File: src/sv/fbc_pkg.sv
`timescale 1ns / 1ps
// -----------------------------------------------------------------------------
// fbc_pkg
// Shared widths, types and codes for the view-volume box culling block.
// -----------------------------------------------------------------------------
package fbc_pkg;

  localparam int NUM_PLANES = 6;
  localparam int COORD_BITS = 16;
  localparam int PIDX_W     = $clog2(NUM_PLANES);
  localparam int PROD_W     = 2 * COORD_BITS;
  localparam int OFF_W      = 2 * COORD_BITS + 2;

  typedef logic signed [COORD_BITS-1:0] coord_t;
  typedef logic signed [PROD_W-1:0]     prod_t;
  typedef logic signed [OFF_W-1:0]      off_t;

  // Item kind codes
  localparam logic KIND_LOAD = 1'b0;
  localparam logic KIND_TEST = 1'b1;

  // Operation issued to the dot unit
  typedef struct packed {
    logic valid;  // operands present this cycle
    logic test;   // pick the best corner instead of using the second vector
  } fbc_op_t;

endpackage

File: src/sv/fbc_dot.sv
`timescale 1ns / 1ps
// -----------------------------------------------------------------------------
// fbc_dot
// Shared three-multiplier dot product unit with corner selection.
// -----------------------------------------------------------------------------
module fbc_dot import fbc_pkg::*; (
  input  logic    clk_i,
  input  logic    rst_ni,
  input  fbc_op_t op_i,
  input  coord_t  normal_i [3],
  input  coord_t  first_i  [3],
  input  coord_t  second_i [3],
  output logic    sum_valid_o,
  output off_t    sum_o
);

  coord_t corner [3];
  prod_t  prod_d [3];
  prod_t  prod_q [3];
  logic   valid_q;

  // Per axis take the value that maximizes normal * coordinate in a test; else the second vector.
  always_comb begin
    for (int i = 0; i < 3; i++) begin
      if (op_i.test && ((normal_i[i] >= 0) != (first_i[i] >= second_i[i]))) begin
        corner[i] = second_i[i];
      end else if (op_i.test) begin
        corner[i] = first_i[i];
      end else begin
        corner[i] = second_i[i];
      end
      prod_d[i] = prod_t'(normal_i[i]) * prod_t'(corner[i]);
    end
  end

  always_ff @(posedge clk_i or negedge rst_ni) begin
    if (!rst_ni) begin
      valid_q <= 1'b0;
    end else begin
      valid_q <= op_i.valid;
    end
  end

  always_ff @(posedge clk_i) begin
    if (op_i.valid) begin
      for (int i = 0; i < 3; i++) begin
        prod_q[i] <= prod_d[i];
      end
    end
  end

  assign sum_valid_o = valid_q;
  assign sum_o       = off_t'(prod_q[0]) + off_t'(prod_q[1]) + off_t'(prod_q[2]);

endmodule

File: src/sv/frustum_box_cull.sv
`timescale 1ns / 1ps
// -----------------------------------------------------------------------------
// frustum_box_cull
// View-volume culling of axis-aligned boxes against stored planes.
// -----------------------------------------------------------------------------
// Usage:
//   Input channel (in_valid_i / in_ready_o) carries one item. A load item
//   (kind 0) writes the normal and offset of one plane; loads to an index at
//   or above the plane count are dropped. A test item (kind 1) gives two box
//   corners and returns one visible bit on the output channel
//   (out_valid_o / out_ready_i). Loads return nothing.
// Timing:
//   A load passes through the LOAD and LWRITE states. A test issues one plane
//   per cycle into the shared three-multiplier dot unit (from plane 1 with
//   skip_far), then goes through WAIT to FINISH, where the result register
//   loads, and back to IDLE for the next item. Products are registered,
//   then summed and compared against the plane offset in the following cycle.
// Reset:
//   All planes clear to zero; a zero plane never culls. Output is empty.
// Stall:
//   A finished result sits in the output register; the block takes the next
//   item meanwhile, and holds a new test result until that register frees.
// -----------------------------------------------------------------------------
module frustum_box_cull import fbc_pkg::*; (
  input  logic        clk_i,
  input  logic        rst_ni,
  input  logic        in_valid_i,
  output logic        in_ready_o,
  input  logic        kind_i,
  input  logic [2:0]  plane_index_i,
  input  coord_t      first_x_i,
  input  coord_t      first_y_i,
  input  coord_t      first_z_i,
  input  coord_t      second_x_i,
  input  coord_t      second_y_i,
  input  coord_t      second_z_i,
  input  logic        skip_far_i,
  output logic        out_valid_o,
  input  logic        out_ready_i,
  output logic        visible_o
);

  typedef enum logic [2:0] {
    ST_IDLE,
    ST_LOAD,
    ST_LWRITE,
    ST_ISSUE,
    ST_WAIT,
    ST_FINISH
  } state_e;

  state_e state_q, state_d;

  // Latched item
  logic              kind_q;
  logic [2:0]        idx_q;
  logic              skip_q;
  coord_t            a_q [3];
  coord_t            b_q [3];

  // Plane store
  coord_t            normals_q [NUM_PLANES][3];
  off_t              offsets_q [NUM_PLANES];

  // Sequencer
  logic [PIDX_W-1:0] p_q, p_d;    // plane being issued
  logic [PIDX_W-1:0] pp_q;        // plane whose products are in flight
  logic              vis_q, vis_d;
  logic              out_valid_q, out_valid_d;
  logic              visible_q, visible_d;

  // Dot unit hookup
  fbc_op_t           op;
  coord_t            dot_normal [3];
  logic              sum_valid;
  off_t              sum;

  logic              accept;
  logic              load_ok;

  assign accept  = in_valid_i && in_ready_o;
  assign load_ok = int'(idx_q) < NUM_PLANES;

  always_comb begin
    op.valid = (state_q == ST_LOAD) || (state_q == ST_ISSUE);
    op.test  = (state_q == ST_ISSUE);
    for (int i = 0; i < 3; i++) begin
      dot_normal[i] = (state_q == ST_ISSUE) ? normals_q[p_q][i] : a_q[i];
    end
  end

  fbc_dot u_dot (
    .clk_i       (clk_i),
    .rst_ni      (rst_ni),
    .op_i        (op),
    .normal_i    (dot_normal),
    .first_i     (a_q),
    .second_i    (b_q),
    .sum_valid_o (sum_valid),
    .sum_o       (sum)
  );

  // Sequencer next state
  always_comb begin
    state_d     = state_q;
    p_d         = p_q;
    vis_d       = vis_q;
    out_valid_d = out_valid_q;
    visible_d   = visible_q;

    // Retire the output register when taken
    if (out_valid_q && out_ready_i) begin
      out_valid_d = 1'b0;
    end

    // Fold one plane's verdict: the best corner is behind this plane
    if (sum_valid && (kind_q == KIND_TEST) && (sum < offsets_q[pp_q])) begin
      vis_d = 1'b0;
    end

    case (state_q)
      ST_IDLE: begin
        if (accept) begin
          if (kind_i == KIND_TEST) begin
            state_d = ST_ISSUE;
            p_d     = skip_far_i ? PIDX_W'(1) : '0;
            vis_d   = 1'b1;
          end else begin
            state_d = ST_LOAD;
          end
        end
      end
      ST_LOAD: begin
        state_d = ST_LWRITE;
      end
      ST_LWRITE: begin
        state_d = ST_IDLE;
      end
      ST_ISSUE: begin
        if (p_q == PIDX_W'(NUM_PLANES - 1)) begin
          state_d = ST_WAIT;
        end else begin
          p_d = p_q + PIDX_W'(1);
        end
      end
      ST_WAIT: begin
        state_d = ST_FINISH;
      end
      ST_FINISH: begin
        // Hold until the output register is free
        if (!out_valid_q || out_ready_i) begin
          out_valid_d = 1'b1;
          visible_d   = vis_q;
          state_d     = ST_IDLE;
        end
      end
      default: begin
        state_d = ST_IDLE;
      end
    endcase
  end

  always_ff @(posedge clk_i or negedge rst_ni) begin
    if (!rst_ni) begin
      state_q     <= ST_IDLE;
      p_q         <= '0;
      pp_q        <= '0;
      vis_q       <= 1'b1;
      out_valid_q <= 1'b0;
      visible_q   <= 1'b0;
      kind_q      <= KIND_LOAD;
    end else begin
      state_q     <= state_d;
      p_q         <= p_d;
      vis_q       <= vis_d;
      out_valid_q <= out_valid_d;
      visible_q   <= visible_d;
      if (op.valid) begin
        pp_q <= p_q;
      end
      if (accept) begin
        kind_q <= kind_i;
      end
    end
  end

  // Item payload latch
  always_ff @(posedge clk_i) begin
    if (accept) begin
      idx_q  <= plane_index_i;
      skip_q <= skip_far_i;
      a_q[0] <= first_x_i;
      a_q[1] <= first_y_i;
      a_q[2] <= first_z_i;
      b_q[0] <= second_x_i;
      b_q[1] <= second_y_i;
      b_q[2] <= second_z_i;
    end
  end

  // Plane store: write normal and offset once the load's dot product lands
  always_ff @(posedge clk_i or negedge rst_ni) begin
    if (!rst_ni) begin
      for (int p = 0; p < NUM_PLANES; p++) begin
        for (int i = 0; i < 3; i++) begin
          normals_q[p][i] <= '0;
        end
        offsets_q[p] <= '0;
      end
    end else if ((state_q == ST_LWRITE) && load_ok) begin
      for (int i = 0; i < 3; i++) begin
        normals_q[idx_q[PIDX_W-1:0]][i] <= a_q[i];
      end
      offsets_q[idx_q[PIDX_W-1:0]] <= sum;
    end
  end

  assign in_ready_o  = (state_q == ST_IDLE);
  assign out_valid_o = out_valid_q;
  assign visible_o   = visible_q;

  // Products only arrive while an item is in progress
  assert property (@(posedge clk_i) disable iff (!rst_ni)
    sum_valid |-> (state_q == ST_LWRITE || state_q == ST_ISSUE || state_q == ST_WAIT))
    else $error("dot result outside of an item");

  // A new result only ever comes from a test item
  assert property (@(posedge clk_i) disable iff (!rst_ni)
    (out_valid_o && !$past(out_valid_o)) |-> (kind_q == KIND_TEST))
    else $error("result produced by a load");

  // The far plane never votes when it is skipped
  assert property (@(posedge clk_i) disable iff (!rst_ni)
    (sum_valid && kind_q == KIND_TEST && skip_q) |-> (pp_q != '0))
    else $error("far plane tested despite skip");

  // No product is in flight when a new item can be taken
  assert property (@(posedge clk_i) disable iff (!rst_ni)
    in_ready_o |-> !sum_valid)
    else $error("ready while dot unit busy");

endmodule

File: config.mk
export PLATFORM = sky130hd
export DESIGN_NAME = frustum_box_cull
export DESIGN_NICKNAME = d
export VERILOG_FILES = /design/src/sv/fbc_pkg.sv /design/src/sv/fbc_dot.sv /design/src/sv/frustum_box_cull.sv
export SDC_FILE = /design/constraint.sdc
export NUM_CORES = 2
export LEC_CHECK = 0
export BUFFER_PORTS_ARGS = -buffer_cell sky130_fd_sc_hd__buf_4
export CAP_MARGIN = 10
export CORE_MARGIN = 1
export CORE_UTILIZATION = 35
export DETAILED_ROUTE_END_ITERATION = 8
export GPL_ROUTABILITY_DRIVEN = 0
export PLACE_DENSITY_LB_ADDON = 0.12
export SLEW_MARGIN = 20
export SYNTH_ARGS = -nofsm -noshare
export SYNTH_HDL_FRONTEND = slang
export SYNTH_SLANG_ARGS = --single-unit
File: constraint.sdc
create_clock -name clk_i -period 10 [get_ports clk_i]
set_clock_uncertainty 0.05 [all_clocks]
set_input_delay 0.5 -clock clk_i [delete_from_list [all_inputs] [get_ports clk_i]]
set_output_delay 0.5 -clock clk_i [all_outputs]
set_load 0.02 [all_outputs]
# Word-level counts from Yosys, hierarchy flattened
# Memories as Yosys holds them, arrays and structs flattened.
# Index checks and enable logic that the tools add are counted.
# totals
ram_bits	96
regBits	605
out_inout_bits	3
memories	1
# classes
add_sub_neg	3
bitwise	3
eq_ne	14
n_mux	46
mul	3
n_lt_le_gt_ge	12
reduce_logical	17
# memory_table
memory	words	word_bits	read_ports	rd_clocked_by_memory_dff	write_ports	line	rtl
u_dot.prod_q	3	32	3	0	3	fbc_dot.sv:19	prod_t prod_q [3];
# ops
cell	n
bitwise mux 288 bit	3
demux 48 bit (select 3 bit)	3
bitwise mux 204 bit	1
two-way mux 16 bit	10
binary-select mux 48 bit (select 3 bit)	1
two-way mux 48 bit	3
binary-select mux 34 bit (select 3 bit)	1
demux 34 bit (select 3 bit)	1
two-way mux 34 bit	3
multiplier 16 x 16 -> 32 bit	3
greater-or-equal comparator 16 x 1 -> 1 bit (second input constant)	3
greater-or-equal comparator 16 bit	3
adder 33 x 32 -> 34 bit	1
< comparator 34 bit	1
adder 32 x 32 -> 33 bit	1
two-way mux 32 bit	1
two-way mux 3 bit	6
case mux 3 bit (5 select lines)	1
greater-or-equal comparator 4 bit (second input constant)	3
NOT 3 -> 4 bit	3
two-way mux 1 bit	10
equality test 3 bit (second input constant)	3
logical AND 1 bit	9
equality test 3 x 2 -> 1 bit (second input constant)	2
16 further kinds	22

# Logic depth before layout (Yosys ltp)
# logic_depth
depth_word	10
ltp_mapped	35

# Modules after synthesis
# A second synthesis with hierarchy kept.
# hier_totals
cells_unflattened	6773
area_unflattened_um2	70412.5
# by_module_without_submodules
mod	n_inst	cells_each	area_each_um2
fbc_dot	1	5075	43762.0
frustum_box_cull	1	1698	26650.6

# Worst setup path after synthesis
# No wires, ideal clock.
# synth_timing
kind	reg2reg
from	register state_q[2]
to	memory u_dot.prod_q[0][31] (netlist name) (data pin)
arrival_ns	9.442
n_path_buf	3
setup_time_ns	0.259
t_required_ns	9.691
path_stages_with_launch	28
path_slack_ns	0.248
cell_sequence	dfrtp_1 nand2b_1 inv_1 nand2_1 clkbuf_1 clkbuf_1 clkbuf_1 o21ai_0 nand2_1 fa_1 fa_1 fa_1 inv_1 fa_1 fa_1 inv_1 fa_1 inv_1 ha_1 a2111oi_0 o21ai_0 a32oi_1 nand3_1 a31oi_1 o21ai_0 a21oi_1 a21oi_1 xnor2_1
# synth_lines
element	line	rtl
start: declaration	frustum_box_cull.sv:52	state_e state_q, state_d;
start signal: assignment	frustum_box_cull.sv:173	state_q <= state_d;
end: declaration	fbc_dot.sv:19	

==> summary.md <==
| Metric | Value |
|---|---|
| Asr flop ratio synth | 0.722 |
| Status | finished, final reports clean |
| MaxCap Viol Count | 0 |
| Die X | 433 µm |
| Number of buffers created by CTS | 85 |
| Number of synthesized flops with an enable pin | 195 |
| Cell mode on critical path | fa_1 |
| Inserted Diodes | 0 |
| Row cnt | 157 |
| Hold Violations, Final | 0 |
| Bufs and invs on worst path | 5 |
| Crit path max-delay family | adder cells |
| RSZ-0062 raised after global routing | false |
| Drt total wl | 193 mm |
| DRT Pass-1 Iters | 5 |
| Post-synth top cells | inv_1 (960), fa_1 (819), dfrtp_1 (505) |
| DPL Wire Length | 144 mm |
| Sequential cell area | 18500 µm² |
| Via/cell ratio | 5.15 |
| Tightest Pin Transition | 1170 ps |
| GRT Util Overall | 0.211 |
| Clock Sinks | 701 |
| Max Buffers Root-to-Sink | 3 |
| Post-Synthesis Cells | 5848 |
| Die area | 187000 µm² |
| Synth warn | 0 |
| Fmax | 105 MHz |
| Synth Register Bits | 701 |
| Gr ovfl total | 0 |
| Synth area leaders | fa_1 (25%), dfrtp_1 (19%), edfxtp_1 (9.0%) |
| Largest net degree at the start of global routing | 126 |
| First-pass GRT wire length | 299 mm |
| Hold Crit Class | in -> reg |
| Hold slack final | 106 ps |
| Ys flop type | dfrtp_1 |
| CTS tree | built |
| Synthesized net count | 7133 |
| Total negative slack | 0 ps |
| CP max stage delay | 610 ps |
| Internal reg-to-reg setup slack | 490 ps |
| Top-count cell post-synth | inv_1 |
| Io pins | 108 |
| Sequential share of the synthesized area | 0.285 |
| Synth area leader | fa_1 |
| Nets | 7334 |
| Clk slew on worst S/H paths | 60 ps |
| Buffers on Ports | 107 |
| Syn-to-layout area delta | 12.6% |
| Vias in the first global route | 47200 |
| Routed Antenna Nets | 0 |
| Arr. time, crit path | 9940 ps |
| Core region area | 184000 µm² |
| # resized after CTS | 0 |
| Crit path from | a_q[1]$_DFFE_PP_ |
| Initial Utilization | 0.354 |
| Die H | 433 µm |
| Yosys cell types | 86 |
| Synthesized area | 65000 µm² |
| Clock latency on the worst-skew pair | 730 ps |
| Area occupied by multi-input gates | 41800 µm² |
| Residual DRC | 0 |
| CP Launch Type | register |
| Setup slack at placement | 523 ps |
| DR WL/cell | 22.4 µm |
| FILL cells | 18000 |
| Critical setup path kind | reg -> reg |
| CP endpoint kind | register |
| Avg Synthesized Cell Area | 11.1 µm² |
| H-tree lvl count | 3 |
| DR iter-0 viols | 2737 |
| Yosys top cell area share | 0.252 |
| R2R Path Start | a_q[1]$_DFFE_PP_ |
| Layout cell share with drive strength beyond 1 | 0.200 |
| Final worst-path cycle share | 0.951 |
| Total number of vias | 44200 |
| Min-delay src | kind_i |
| Top fanout value on the critical path | 16 |
| Endpoints failing setup | 0 |
| Root Buffer | clkbuf_16 |
| Worst Path Required | 10430 ps |
| Crit path time final | 9510 ps |
| Slack of the critical path | 486 ps |
| Initial antenna violation count | 0 |
| Slowest stage cell, crit path | nand3_1 |
| Worst slew margin | 0.220 |
| Max-slew violations | 0 |
-- final timing paths --
kind	end	depth (start not counted)
max in group asynchronous	normals_q[202]$_DFFE_PN0P_	4
hold reg to reg	offsets_q[177]$_DFFE_PN0P_	2
min in group asynchronous	offsets_q[138]$_DFFE_PN0P_	2
hold / removal	kind_q$_DFFE_PN0P_	2
setup reg to reg	u_dot.prod_q[0][94]$_DFFE_PP_	30
setup / recovery	u_dot.prod_q[0][94]$_DFFE_PP_	30
-- layout by cell type, fill, tap and decap left out, types with 39 or more instances in the layout --
master and instances:
dlygate4sd3_1 100, ha_1 361, o21a_1 39, nand2_1 270, inv_1 958, o21ai_0 160, a21bo_2 152, clkbuf_16 88
a21boi_0 152, fa_1 819, nor2_1 289, nand3_1 39, mux2_2 449, mux2i_1 59, dfrtp_1 501, buf_4 292
edfxtp_1 195, a21oi_1 292, mux4_2 82, xnor2_1 96, a21o_1 154
-- state kept, by name (all words and copies together) (netlist names) --
name and cells:
b_q 48, kind_q 1, state_q 3, u_dot.prod_q 96
offsets_q 204, u_dot.sum_valid_o 1, out_valid_o 1, visible_o 1
a_q 48, idx_q 3, p_q 3, normals_q 288
pp_q 3, vis_q 1
-- cell families after synthesis --
group / share of synthesized area
flops: 0.285
buf+inv: 0.0743
compound gates: 0.125
mux: 0.119
simple gates: 0.0574
xor+xnor: 0.0178
fa+ha+maj: 0.322
-- repair_timing --
| item | in CTS | in global routing |
|---|---|---|
| buffers inserted | 0 | 0 |
| hold buffers | 100 | 0 |
| setup endpoints to repair | 0 | 0 |
| hold endpoints to repair | 206 | 0 |
-- metal layers --
metal	vias up	wire, µm	global-route usage
li1	19900	-	-
met1	23200	90200	0.299
met2	862	91000	0.344
met3	188	6860	0.0217
met4	0	4440	0.0489
met5	-	0	0
-- cell type report --
cell class                 instances  area share
sequential                       701       0.253
inverter                         962      0.0494
tap                             2464      0.0421
clock buffer                     126      0.0346
multi-input combinational       3904       0.571
clock inverter                    33     0.00490
timing repair buffer             395      0.0445
-- stage by stage --
step / cell area (µm²) / instances / util
2_1_floorplan: 65000 / 5848 / -
3_3_place_gp: 69300 / 8325 / 0.377
3_5_place_dp: 69300 / 8325 / 0.377
4_1_cts: 73200 / 8584 / 0.398
5_1_grt: 73200 / 8585 / 0.398
6_report: 73200 / 8585 / 0.398
Power is left out: the tool's default activity adds up to more than one toggle a clock period on the data nets, which glitch-free logic cannot reach.
